<file path="src/sv/u8t_pkg.sv">
// Package for the 8N1 UART transceiver: word layouts, phase codes and
// status structs shared by the transmit, receive and top-level modules.
// No dependencies.
package u8t_pkg;

    // Input word layout, lowest bit first
    localparam int unsigned InWidth      = 16;
    localparam int unsigned InClkBit     = 0;
    localparam int unsigned InRxBit      = 1;
    localparam int unsigned InValidBit   = 2;
    localparam int unsigned InByteLo     = 3;

    // Result word layout, lowest bit first
    localparam int unsigned OutWidth     = 16;

    localparam int unsigned DivWidth     = 16;
    localparam logic [DivWidth-1:0] DivReset = 16'd16;

    // Phase codes: idle, start bit, data bits, stop bit, return to idle
    localparam logic [3:0] PhIdle      = 4'd0;
    localparam logic [3:0] PhStart     = 4'd1;
    localparam logic [3:0] PhFirstData = 4'd2;
    localparam logic [3:0] PhLastData  = 4'd9;
    localparam logic [3:0] PhStop      = 4'd10;
    localparam logic [3:0] PhDone      = 4'd11;

    localparam logic [7:0] RxMsb = 8'h80;

    // Transmitter status for the current word
    typedef struct packed {
        logic level;
        logic taken;
    } tx_stat_t;

    // Receiver status for the current word
    typedef struct packed {
        logic       valid;
        logic [7:0] data;
        logic       serr;
    } rx_stat_t;

endpackage

</file>
<file path="src/sv/u8t_tx.sv">
// Transmit side of the 8N1 UART: phase, bit counter, holding byte and line level.
// Depends on u8t_pkg.
module u8t_tx (
    input  logic                         aclk,
    input  logic                         aresetn,
    input  logic                         step_en,
    input  logic                         host_valid,
    input  logic [7:0]                   host_byte,
    input  logic [u8t_pkg::DivWidth-1:0] divisor,
    output u8t_pkg::tx_stat_t            stat
);

    logic [3:0]                   phase_reg, phase_next;
    logic [u8t_pkg::DivWidth-1:0] count_reg, count_next;
    logic [7:0]                   hold_reg, hold_next;
    logic                         level_reg, level_next;
    logic                         taken;
    logic [u8t_pkg::DivWidth-1:0] count_inc;
    logic [3:0]                   phase_inc;
    logic [2:0]                   bit_idx;

    assign count_inc = count_reg + 1'b1;
    assign phase_inc = phase_reg + 1'b1;
    assign bit_idx   = 3'(phase_inc - u8t_pkg::PhFirstData);

    // Next state for one rising edge of the sampled clock.
    always_comb begin
        phase_next = phase_reg;
        count_next = count_reg;
        hold_next  = hold_reg;
        level_next = level_reg;
        taken      = 1'b0;
        if (step_en) begin
            if (phase_reg == u8t_pkg::PhIdle) begin
                if (host_valid) begin
                    hold_next  = host_byte;
                    phase_next = u8t_pkg::PhStart;
                    count_next = '0;
                    level_next = 1'b0;
                    taken      = 1'b1;
                end
            end else if (count_inc == divisor) begin
                count_next = '0;
                phase_next = phase_inc;
                if (phase_inc >= u8t_pkg::PhFirstData && phase_inc <= u8t_pkg::PhLastData) begin
                    level_next = hold_reg[bit_idx];
                end else if (phase_inc == u8t_pkg::PhStop) begin
                    level_next = 1'b1;
                end else begin
                    // Past the stop bit, or a wrapped code: back to idle.
                    phase_next = u8t_pkg::PhIdle;
                    level_next = 1'b1;
                end
            end else begin
                count_next = count_inc;
            end
        end
    end

    // Control state is reset; the holding byte is only read after a load.
    always_ff @(posedge aclk) begin
        if (!aresetn) begin
            phase_reg <= u8t_pkg::PhIdle;
            count_reg <= '0;
            level_reg <= 1'b1;
        end else begin
            phase_reg <= phase_next;
            count_reg <= count_next;
            level_reg <= level_next;
        end
    end

    always_ff @(posedge aclk) begin
        hold_reg <= hold_next;
    end

    assign stat.level = level_next;
    assign stat.taken = taken;

endmodule

</file>
<file path="src/sv/u8t_rx.sv">
// Receive side of the 8N1 UART: start detection, mid-bit sampling, shifter
// and stop bit check. Depends on u8t_pkg.
module u8t_rx (
    input  logic                         aclk,
    input  logic                         aresetn,
    input  logic                         step_en,
    input  logic                         rx_line,
    input  logic [u8t_pkg::DivWidth-1:0] divisor,
    output u8t_pkg::rx_stat_t            stat
);

    logic [3:0]                   phase_reg, phase_next;
    logic [u8t_pkg::DivWidth-1:0] count_reg, count_next;
    logic [7:0]                   shift_reg, shift_next;

    // Next state and delivery for one rising edge of the sampled clock.
    always_comb begin
        phase_next = phase_reg;
        count_next = count_reg;
        shift_next = shift_reg;
        stat       = '0;
        if (step_en) begin
            if (phase_reg == u8t_pkg::PhIdle) begin
                if (!rx_line) begin
                    // Start centring on the middle of the start bit.
                    count_next = divisor >> 1;
                    phase_next = u8t_pkg::PhStart;
                    shift_next = '0;
                end
            end else if (count_reg == divisor) begin
                count_next = '0;
                if (phase_reg == u8t_pkg::PhStart) begin
                    phase_next = rx_line ? u8t_pkg::PhIdle : u8t_pkg::PhFirstData;
                end else if (phase_reg <= u8t_pkg::PhLastData) begin
                    shift_next = (shift_reg >> 1) | (rx_line ? u8t_pkg::RxMsb : 8'h00);
                    phase_next = phase_reg + 1'b1;
                end else if (phase_reg == u8t_pkg::PhStop) begin
                    if (!rx_line) begin
                        // Low stop bit: flag it and look again one bit later.
                        stat.serr = 1'b1;
                    end else begin
                        stat.valid = 1'b1;
                        stat.data  = shift_reg;
                        phase_next = u8t_pkg::PhIdle;
                    end
                end else begin
                    phase_next = u8t_pkg::PhIdle;
                end
            end else begin
                count_next = count_reg + 1'b1;
            end
        end
    end

    always_ff @(posedge aclk) begin
        if (!aresetn) begin
            phase_reg <= u8t_pkg::PhIdle;
            count_reg <= '0;
            shift_reg <= '0;
        end else begin
            phase_reg <= phase_next;
            count_reg <= count_next;
            shift_reg <= shift_next;
        end
    end

endmodule

</file>
<file path="src/sv/uart_8n1_transceiver.sv">
// Top level of the 8N1 UART transceiver: input register, edge detect,
// result register and divisor register. Depends on u8t_pkg, u8t_tx, u8t_rx.
//
// Usage: each input word on s_ is one sample of a slow clock together with
// the receive line and an optional byte offered for transmission. Work is
// done only when the sampled clock rises. Each input word gives exactly one
// result word on m_, carrying the transmit line level, whether the offered
// byte was taken, a received byte with its valid flag and a stop error flag.
// Path: a word accepted on s_ passes through the input register, is processed
// and lands in the result register that drives m_.
// Throughput: one word every cycle while m_tready stays high; an empty input
// register takes a new word while a finished result waits in the output
// register, and a word moves on whenever that register is empty or being emptied.
// When m_tready is low the output register holds, then the input register
// fills and s_tready drops; no word is lost and the UART state stands still.
// Reset (aresetn low, synchronous) empties both registers, sets the divisor
// to 16, puts both sides idle and drives the transmit line high.
// The divisor is written through cfg_we/cfg_wdata; the user must write it only
// while the block is idle, which the block itself does not enforce.
module uart_8n1_transceiver (
    input  logic        aclk,
    input  logic        aresetn,
    input  logic        cfg_we,
    input  logic [15:0] cfg_wdata,
    input  logic        s_tvalid,
    output logic        s_tready,
    // [0] clock_level, [1] rx_line, [2] host_valid, [10:3] host_byte, [15:11] zero
    input  logic [15:0] s_tdata,
    output logic        m_tvalid,
    input  logic        m_tready,
    // [0] tx_line, [1] host_taken, [2] rx_valid, [10:3] rx_byte, [11] stop_error,
    // [15:12] zero
    output logic [15:0] m_tdata
);

    logic                         in_valid_reg;
    logic [u8t_pkg::InWidth-1:0]  in_data_reg;
    logic                         out_valid_reg;
    logic [u8t_pkg::OutWidth-1:0] out_data_reg, out_data_next;
    logic [u8t_pkg::DivWidth-1:0] div_reg;
    logic                         prev_clk_reg;
    logic                         advance;
    logic                         rise;
    logic                         step_en;
    logic                         clk_lvl;
    u8t_pkg::tx_stat_t            tx_stat;
    u8t_pkg::rx_stat_t            rx_stat;

    // A word moves from the input register to the result register.
    assign advance  = in_valid_reg && (!out_valid_reg || m_tready);
    assign s_tready = !in_valid_reg || advance;

    assign clk_lvl = in_data_reg[u8t_pkg::InClkBit];
    assign rise    = clk_lvl && !prev_clk_reg;
    assign step_en = advance && rise;

    u8t_tx u_tx (
        .aclk       (aclk),
        .aresetn    (aresetn),
        .step_en    (step_en),
        .host_valid (in_data_reg[u8t_pkg::InValidBit]),
        .host_byte  (in_data_reg[u8t_pkg::InByteLo +: 8]),
        .divisor    (div_reg),
        .stat       (tx_stat)
    );

    u8t_rx u_rx (
        .aclk    (aclk),
        .aresetn (aresetn),
        .step_en (step_en),
        .rx_line (in_data_reg[u8t_pkg::InRxBit]),
        .divisor (div_reg),
        .stat    (rx_stat)
    );

    // Pack the result word.
    assign out_data_next = {4'b0000, rx_stat.serr, rx_stat.data, rx_stat.valid,
                            tx_stat.taken, tx_stat.level};

    // Input register, edge history, result register and divisor.
    always_ff @(posedge aclk) begin
        if (!aresetn) begin
            in_valid_reg  <= 1'b0;
            out_valid_reg <= 1'b0;
            prev_clk_reg  <= 1'b1;
            div_reg       <= u8t_pkg::DivReset;
        end else begin
            if (s_tready) begin
                in_valid_reg <= s_tvalid;
            end
            if (advance) begin
                out_valid_reg <= 1'b1;
                prev_clk_reg  <= clk_lvl;
            end else if (m_tready) begin
                out_valid_reg <= 1'b0;
            end
            if (cfg_we) begin
                div_reg <= cfg_wdata;
            end
        end
    end

    always_ff @(posedge aclk) begin
        if (s_tready && s_tvalid) begin
            in_data_reg <= s_tdata;
        end
        if (advance) begin
            out_data_reg <= out_data_next;
        end
    end

    assign m_tvalid = out_valid_reg;
    assign m_tdata  = out_data_reg;

endmodule

</file>
<file path="config.mk">
export PLATFORM = sky130hd
export DESIGN_NAME = uart_8n1_transceiver
export DESIGN_NICKNAME = d
export VERILOG_FILES = /design/src/sv/u8t_pkg.sv /design/src/sv/u8t_tx.sv /design/src/sv/u8t_rx.sv /design/src/sv/uart_8n1_transceiver.sv
export SDC_FILE = /design/constraint.sdc
export NUM_CORES = 1
export LEC_CHECK = 0
export ABC_AREA = 1
export BUFFER_PORTS_ARGS = -buffer_cell sky130_fd_sc_hd__buf_2
export CORE_ASPECT_RATIO = 0.7
export CORE_MARGIN = 1
export CORE_UTILIZATION = 59
export CTS_CLUSTER_SIZE = 28
export DETAILED_ROUTE_END_ITERATION = 10
export GPL_TIMING_DRIVEN = 0
export PLACE_DENSITY = 0.78
export SETUP_SLACK_MARGIN = 0.4
export SYNTH_ARGS = -nofsm -noshare
export SYNTH_HDL_FRONTEND = slang
export SYNTH_SLANG_ARGS = --single-unit
</file>
<file path="constraint.sdc">
create_clock -name aclk -period 2.5 [get_ports aclk]
set_input_delay 0.125 -clock aclk [delete_from_list [all_inputs] [get_ports aclk]]
set_output_delay 0.125 -clock aclk [all_outputs]
set_load 0.05 [all_outputs]
</file>
==> Word-level counts from Yosys, hierarchy flattened <==
Cells that the tools add are included.
{ "totals": {"inputBits": 37, "output_inout_bits": 18, "register_bits": 99, "word_cells": 101} }
{ "classes": {"eq_ne": 9, "addsub": 5, "magnitude_cmp": 4, "mux": 37, "reduce_logical": 25, "bitwise": 5} }
{ "op_table": {"columns": ["cell", "count"], "rows": [
  ["2-to-1 mux 16 bit", 6],
  ["2-to-1 mux 4 bit", 12],
  ["2-to-1 mux 8 bit", 6],
  ["adder 16 x 1 -> 16 bit (second input constant)", 2],
  ["== test 16 bit", 2],
  ["2-to-1 mux 1 bit", 10],
  ["2-to-1 mux 9 bit", 1],
  ["adder 4 x 1 -> 4 bit (second input constant)", 2],
  ["== test 4 bit (second input constant)", 2],
  ["<= comparator 4 bit (second input constant)", 2],
  ["zero test 4 bit", 2],
  ["bitwise OR 7 x 8 -> 8 bit", 1],
  ["nonzero test 2 bit", 4],
  ["OR reduction 7 bit", 1],
  ["AND reduction 2 bit", 3],
  ["AND reduction 3 bit", 2],
  ["OR reduction 6 bit", 1],
  ["logical AND 1 bit", 5],
  ["!= test 5 x 2 -> 1 bit (second input constant)", 1],
  ["AND reduction 5 bit", 1],
  ["== test 4 x 1 -> 1 bit (second input constant)", 1],
  ["greater-or-equal comparator 4 x 2 -> 1 bit (second input constant)", 1],
  ["< comparator 3 x 4 -> 1 bit (second input constant)", 1],
  ["!= test 2 bit (second input constant)", 2],
  ["other kinds (8)", 14]
]} }

==> Longest topological paths before layout <==
{ "logic_depth": {"word_depth": 8, "ltp_mapped": 17, "ltp_nobuf": 17} }

==> Cells and area by module <==
A second synthesis with hierarchy kept.
{ "hier_totals": {"hier_cells": 851, "area_unflattened_um2": 5883.1} }
{ "by_module_without_submodules": {"columns": ["module", "seq_area_each_um2", "instances", "area_per_inst_um2", "cells_each"], "rows": [
  ["u8t_tx", 660.6, 1, 2255.9, 353],
  ["u8t_rx", 560.5, 1, 2229.6, 384],
  ["uart_8n1_transceiver", 1071.0, 1, 1397.6, 114]
]} }

==> Worst setup path after synthesis <==
No wires, ideal clock.
{ "synth_path": {"path_type": "register -> register", "startpoint": "reg out_valid_reg (netlist: m_tvalid)", "endpoint": "reg u_tx.count_reg[7] in the netlist's numbering", "slack_ns": 0.244, "setup_time_ns": 0.119, "arrival_time_ns": 2.138, "path_stages_with_launch": 11, "synth_period_minus_slack_ns": 2.256, "t_required_ns": 2.381, "n_path_buf": 1, "cell_sequence": "dfxtp_1 > nand2_1 > nand2_1 > inv_1 > nand2_1 > nor2_1 > o21ai_2 > clkinv_1 > buf_2 > o21ai_0 > nor2_2"} }
{ "synth_via": {"elab_chain_cells": 5} }
{ "synth_lines": {"columns": ["item", "line", "rtl"], "rows": [
  ["start: declaration", "uart_8n1_transceiver.sv:38", "logic out_valid_reg;"],
  ["start signal: assignment", "uart_8n1_transceiver.sv:84", "out_valid_reg <= 1'b0;"],
  ["start signal: assignment", "uart_8n1_transceiver.sv:92", "out_valid_reg <= 1'b1;"],
  ["start signal: assignment", "uart_8n1_transceiver.sv:95", "out_valid_reg <= 1'b0;"],
  ["zero test 1 bit", "uart_8n1_transceiver.sv:50", "assign advance = in_valid_reg && (!out_valid_reg || m_tready);"],
  ["logical OR 1 bit", "uart_8n1_transceiver.sv:50", null],
  ["logical AND 1 bit", "uart_8n1_transceiver.sv:50", null],
  ["via advance", "uart_8n1_transceiver.sv:42", "logic advance;"],
  ["logical AND 1 bit", "uart_8n1_transceiver.sv:55", "assign step_en = advance && rise;"],
  ["AND reduction 2 bit (no line)", null, null],
  ["end signal: assignment", "u8t_tx.sv:68", "count_reg <= count_next;"],
  ["end: declaration", "u8t_tx.sv:14", "logic [u8t_pkg::DivWidth-1:0] count_reg, count_next;"]
]} }
The timed path passes the listed nets, and every way through them passes these cells.
A chain may end at the register's enable or synchronous reset.

==> Final worst setup path <==
{ "layout_path": {"startpoint": "reg u_tx.count_reg[0] in the netlist's numbering", "endpoint": "reg out_data_reg (netlist bit m_tdata[0]), data pin"} }
{ "layout_via": {"elab_chain_cells": 5} }
{ "layout_lines": {"columns": ["item", "line", "rtl"], "rows": [
  ["adder 16 x 1 -> 16 bit", "u8t_tx.sv:22", "assign count_inc = count_reg + 1'b1;"],
  ["== test 16 bit", "u8t_tx.sv:42", "end else if (count_inc == divisor) begin"],
  ["2-to-1 mux 1 bit", "u8t_tx.sv:42", null],
  ["2-to-1 mux 1 bit", "u8t_tx.sv:34", "if (phase_reg == u8t_pkg::PhIdle) begin"],
  ["2-to-1 mux 1 bit", "u8t_tx.sv:33", "if (step_en) begin"],
  ["via u_tx.level_next", "u8t_tx.sv:16", "logic level_reg, level_next;"],
  ["end signal: assignment", "uart_8n1_transceiver.sv:108", "out_data_reg <= out_data_next;"],
  ["end: declaration", "uart_8n1_transceiver.sv:39", "logic [u8t_pkg::OutWidth-1:0] out_data_reg, out_data_next;"]
]} }
The timed path passes the listed nets, and every way through them passes these cells.

==> impl_metrics.py <==
metrics = {
    "outcome": {
        "status": "completed",
    },
    "critical_path": {
        "r2r_start": "u_tx.count_reg[0]",
        "endpoint_kind": "flop",
        "crit_chain": "ha_4 > nand2_4 > nor2_4 > nand4_1 > nand2_1 > nand2_1 > nand2_1 > nand2_1 > nor2_2 > nand3_2 > buf_4 > nand3b_1 > nand2_1",
        "slowest_delay_ns": 0.39,
        "crit_top_cell": "nand2_1",
        "cp-start-kind": "flop",
        "crit_slowest_cell": "dfxtp_4",
        "required_ns": 2.72,
        "worst-setup-path-type": "reg2reg",
        "r2r_end": "m_tdata[0]",
        "worstPathMaxFanout": 5,
        "critical_path_arrival_ns": 2.41,
        "r2r_slack_ns": 0.32,
        "ff2ff_path_depth": 13,
        "cp_num_buf_inv": 1,
        "crit_family": "simple AND/OR/NAND/NOR gates",
    },
    "final_layout": {
        "final_common_cell": "nand2_1",
        "final_cell_mix": "nand2_1 (123), inv_1 (72), nor2_1 (68)",
        "drive_gt1_share_pct": 19.49,
        "area_growth_pct": 22.94,
        "num_antenna_cells": 0,
        "nets": 823,
    },
    "synthesis": {
        "syn_area_sq_mm": 0.005192,
        "yosysSeqAreaShare_pct": 44.14,
        "ys_ff_latch": 99,
        "syn_inst": 690,
        "ys_async_sr_fraction_pct": 0,
        "synth_edf_count": 31,
        "synth_cell_types": 36,
        "ys_warn_count": 0,
        "synth_ff_type": "dfxtp_1",
        "synth_area_per_cell_sq_um": 7.525,
    },
    "timing": {
        "tightestPinTransition_ns": 0.5769,
        "fin_crit_sh_pct": 87.35,
        "slew_headroom_pct": 61.40,
        "tns_ns": 0,
        "max_freq_mhz": 457.9,
        "hold_viol_final": 0,
        "rsz0062_at_grt": "true",
        "fin_crit_ns": 2.184,
        "slew_violations": 0,
        "fin_skew_ns": 0.009208,
        "setup_viol": 0,
    },
    "die": {
        "start_util_pct": 61.25,
        "die_w_um": 114.1,
        "dieArea_sq_mm": 0.009186,
        "io-pin-count": 55,
        "row_count": 28,
        "die_y_um": 80.49,
        "core_sq_mm": 0.008478,
    },
    "global_routing": {
        "grt_pass1_wl_um": 21440,
        "grt_overflow": 0,
        "grt_use_total_pct": 30.56,
        "grt_pass1_vias": 4462,
        "grt_max_degree": 20,
        "antenna_found_initial": 0,
    },
    "routing": {
        "firstDrtPassIters": 5,
        "routedWlPerCell_um": 15.41,
        "ant_nets": 0,
        "routed_wirelength_um": 13870,
        "drtIter0Drc": 468,
        "viasPerCell": 5.589,
        "vias": 5030,
        "remaining_drc_errors": 0,
    },
    "placed_design": {
        "hpwlAfterDp_um": 9248,
        "io_buffers": 45,
        "gp_congestion": 0.9034,
    },
    "cts": {
        "root_buffer": "clkbuf_16",
        "cts-buffers-inserted": 9,
        "path_clk_slew_ns": 0.07,
        "cts_tree": "yes",
        "clkLatencyLatePin_ns": 0.36,
        "ctsHtreeMaxLevel": 3,
        "cts_sinks": 99,
        "clockBufferDepth": 2,
    },
    "power": {
        "leakage_nw": 2.522,
        "combPwrFrac_pct": 8.8,
        "switchingPower_w": 0.0009245,
        "p_per_area_mw_per_mm2": 555.5,
        "total_power_w": 0.003546,
        "ir_worst_vdd_mv": 0.5423,
        "p_int_w": 0.002622,
        "p_clk_share_pct": 42.0,
        "power_frac_seq_pct": 49.2,
        "swShare_pct": 26.07,
    },
    "run": {
        "drv_cap": 0,
    },
    "min_path": {
        "worstHoldStart": "cfg_wdata[14]",
        "min_path_cells": 3,
        "hold_path_class": "in2reg",
        "hold_end": "div_reg[14]",
    },
}
logic make-up after synthesis:
kind of cell | synth area share (%)
other cells | 0.07222
compound gates | 13.88
xor+xnor | 3.880
simple gates | 27.61
flops | 44.14
buf+inv | 7.566
mux | 0.1928
fa+ha+maj | 2.651
cell usage after synthesis, drive strengths merged, types with 11 or more instances:
master | n | area share [%]
a21oi | 63 | 6.1
clkbuf | 13 | 0.94
dfxtp | 68 | 26
edfxtp | 31 | 18
ha | 11 | 2.7
inv | 76 | 5.5
nand2 | 135 | 10
nand3 | 66 | 6.5
nand4 | 16 | 1.9
nor2 | 90 | 7.3
o21ai | 65 | 6.5
xnor2 | 14 | 2.4
power groups by stage:
| stage | logic [W] | clock network, W | registers (W) |
|---|---|---|---|
| final | 0.000311 | 0.00149 | 0.00174 |
| after global routing | 0.000337 | 0.00157 | 0.00175 |
| after CTS | 0.000290 | 0.00150 | 0.00174 |
| after detailed placement | 0.000265 | 0 | 0.00178 |
| after global placement | 0.000258 | 0 | 0.00178 |
| after floorplan | 0.000160 | 0 | 0.00180 |
tightest hold or removal path: cells and delay by family:
family | cells | cell delay (ns)
simple gates | 2 | 0.14
buf+inv | 1 | 0.08
metrics by stage:
| stage | util [%] | setup slack, ns | instance area (sq um) | hold slack [ns] | cells |
|---|---|---|---|---|---|
| after floorplan | - | 0.4223 | 5205 | 0.2239 | 693 |
| after global placement | 65.82 | -0.1474 | 5580 | 0.3010 | 858 |
| after detailed placement | 65.82 | -0.1844 | 5580 | 0.3031 | 858 |
| after CTS | 72.64 | 0.3347 | 6158 | 0.004088 | 893 |
| after global routing | 75.30 | 0.2708 | 6384 | 0.04206 | 900 |
| final | 75.30 | 0.3162 | 6384 | 0.01673 | 900 |
cell type report:
cell class	count	area, sq um
multi-input cells	497	2709
plain buffers	20	107.6
well taps	120	150.1
clock buffers	9	225.2
inverters	78	297.8
clock inverters	7	98.84
fillers	633	2095
repair buffers	70	481.7
flip-flops and latches	99	2313
timing repair:
item	4_1_cts	5_1_grt
endpoints found under the setup margin	63	57
gates resized for setup	24	47
endpoints found under the hold margin	14	0
pin swaps	5	15
buffers inserted	4	6
hold buffers	14	0
cloned	1	1
worst max-delay path by stage:
| stage | startpoint | to | slack [ns] | cells after the start |
|---|---|---|---|---|
| after detailed placement | u_tx.phase_reg[0] | u_tx.count_reg[7] | -0.18 | 8 |
| after global routing | u_tx.count_reg[0] | m_tdata[0] | 0.27 | 13 |
| after CTS | u_rx.phase_reg[0] | u_rx.shift_reg[6] | 0.33 | 9 |
| after global placement | u_tx.phase_reg[0] | u_tx.count_reg[8] | -0.15 | 8 |
| after floorplan | u_tx.phase_reg[0] | u_tx.count_reg[7] | 0.42 | 8 |
| final | u_tx.count_reg[0] | m_tdata[0] | 0.32 | 13 |
layer usage:
layer,wire length [um],up-vias,GRT usage [%]
met5,0,-,0
met4,229,0,9.351
met3,916,26,5.887
met2,6503,207,49.70
met1,6223,2334,41.24
li1,-,2463,-
Note: power is estimated with default switching activity, not from simulation.
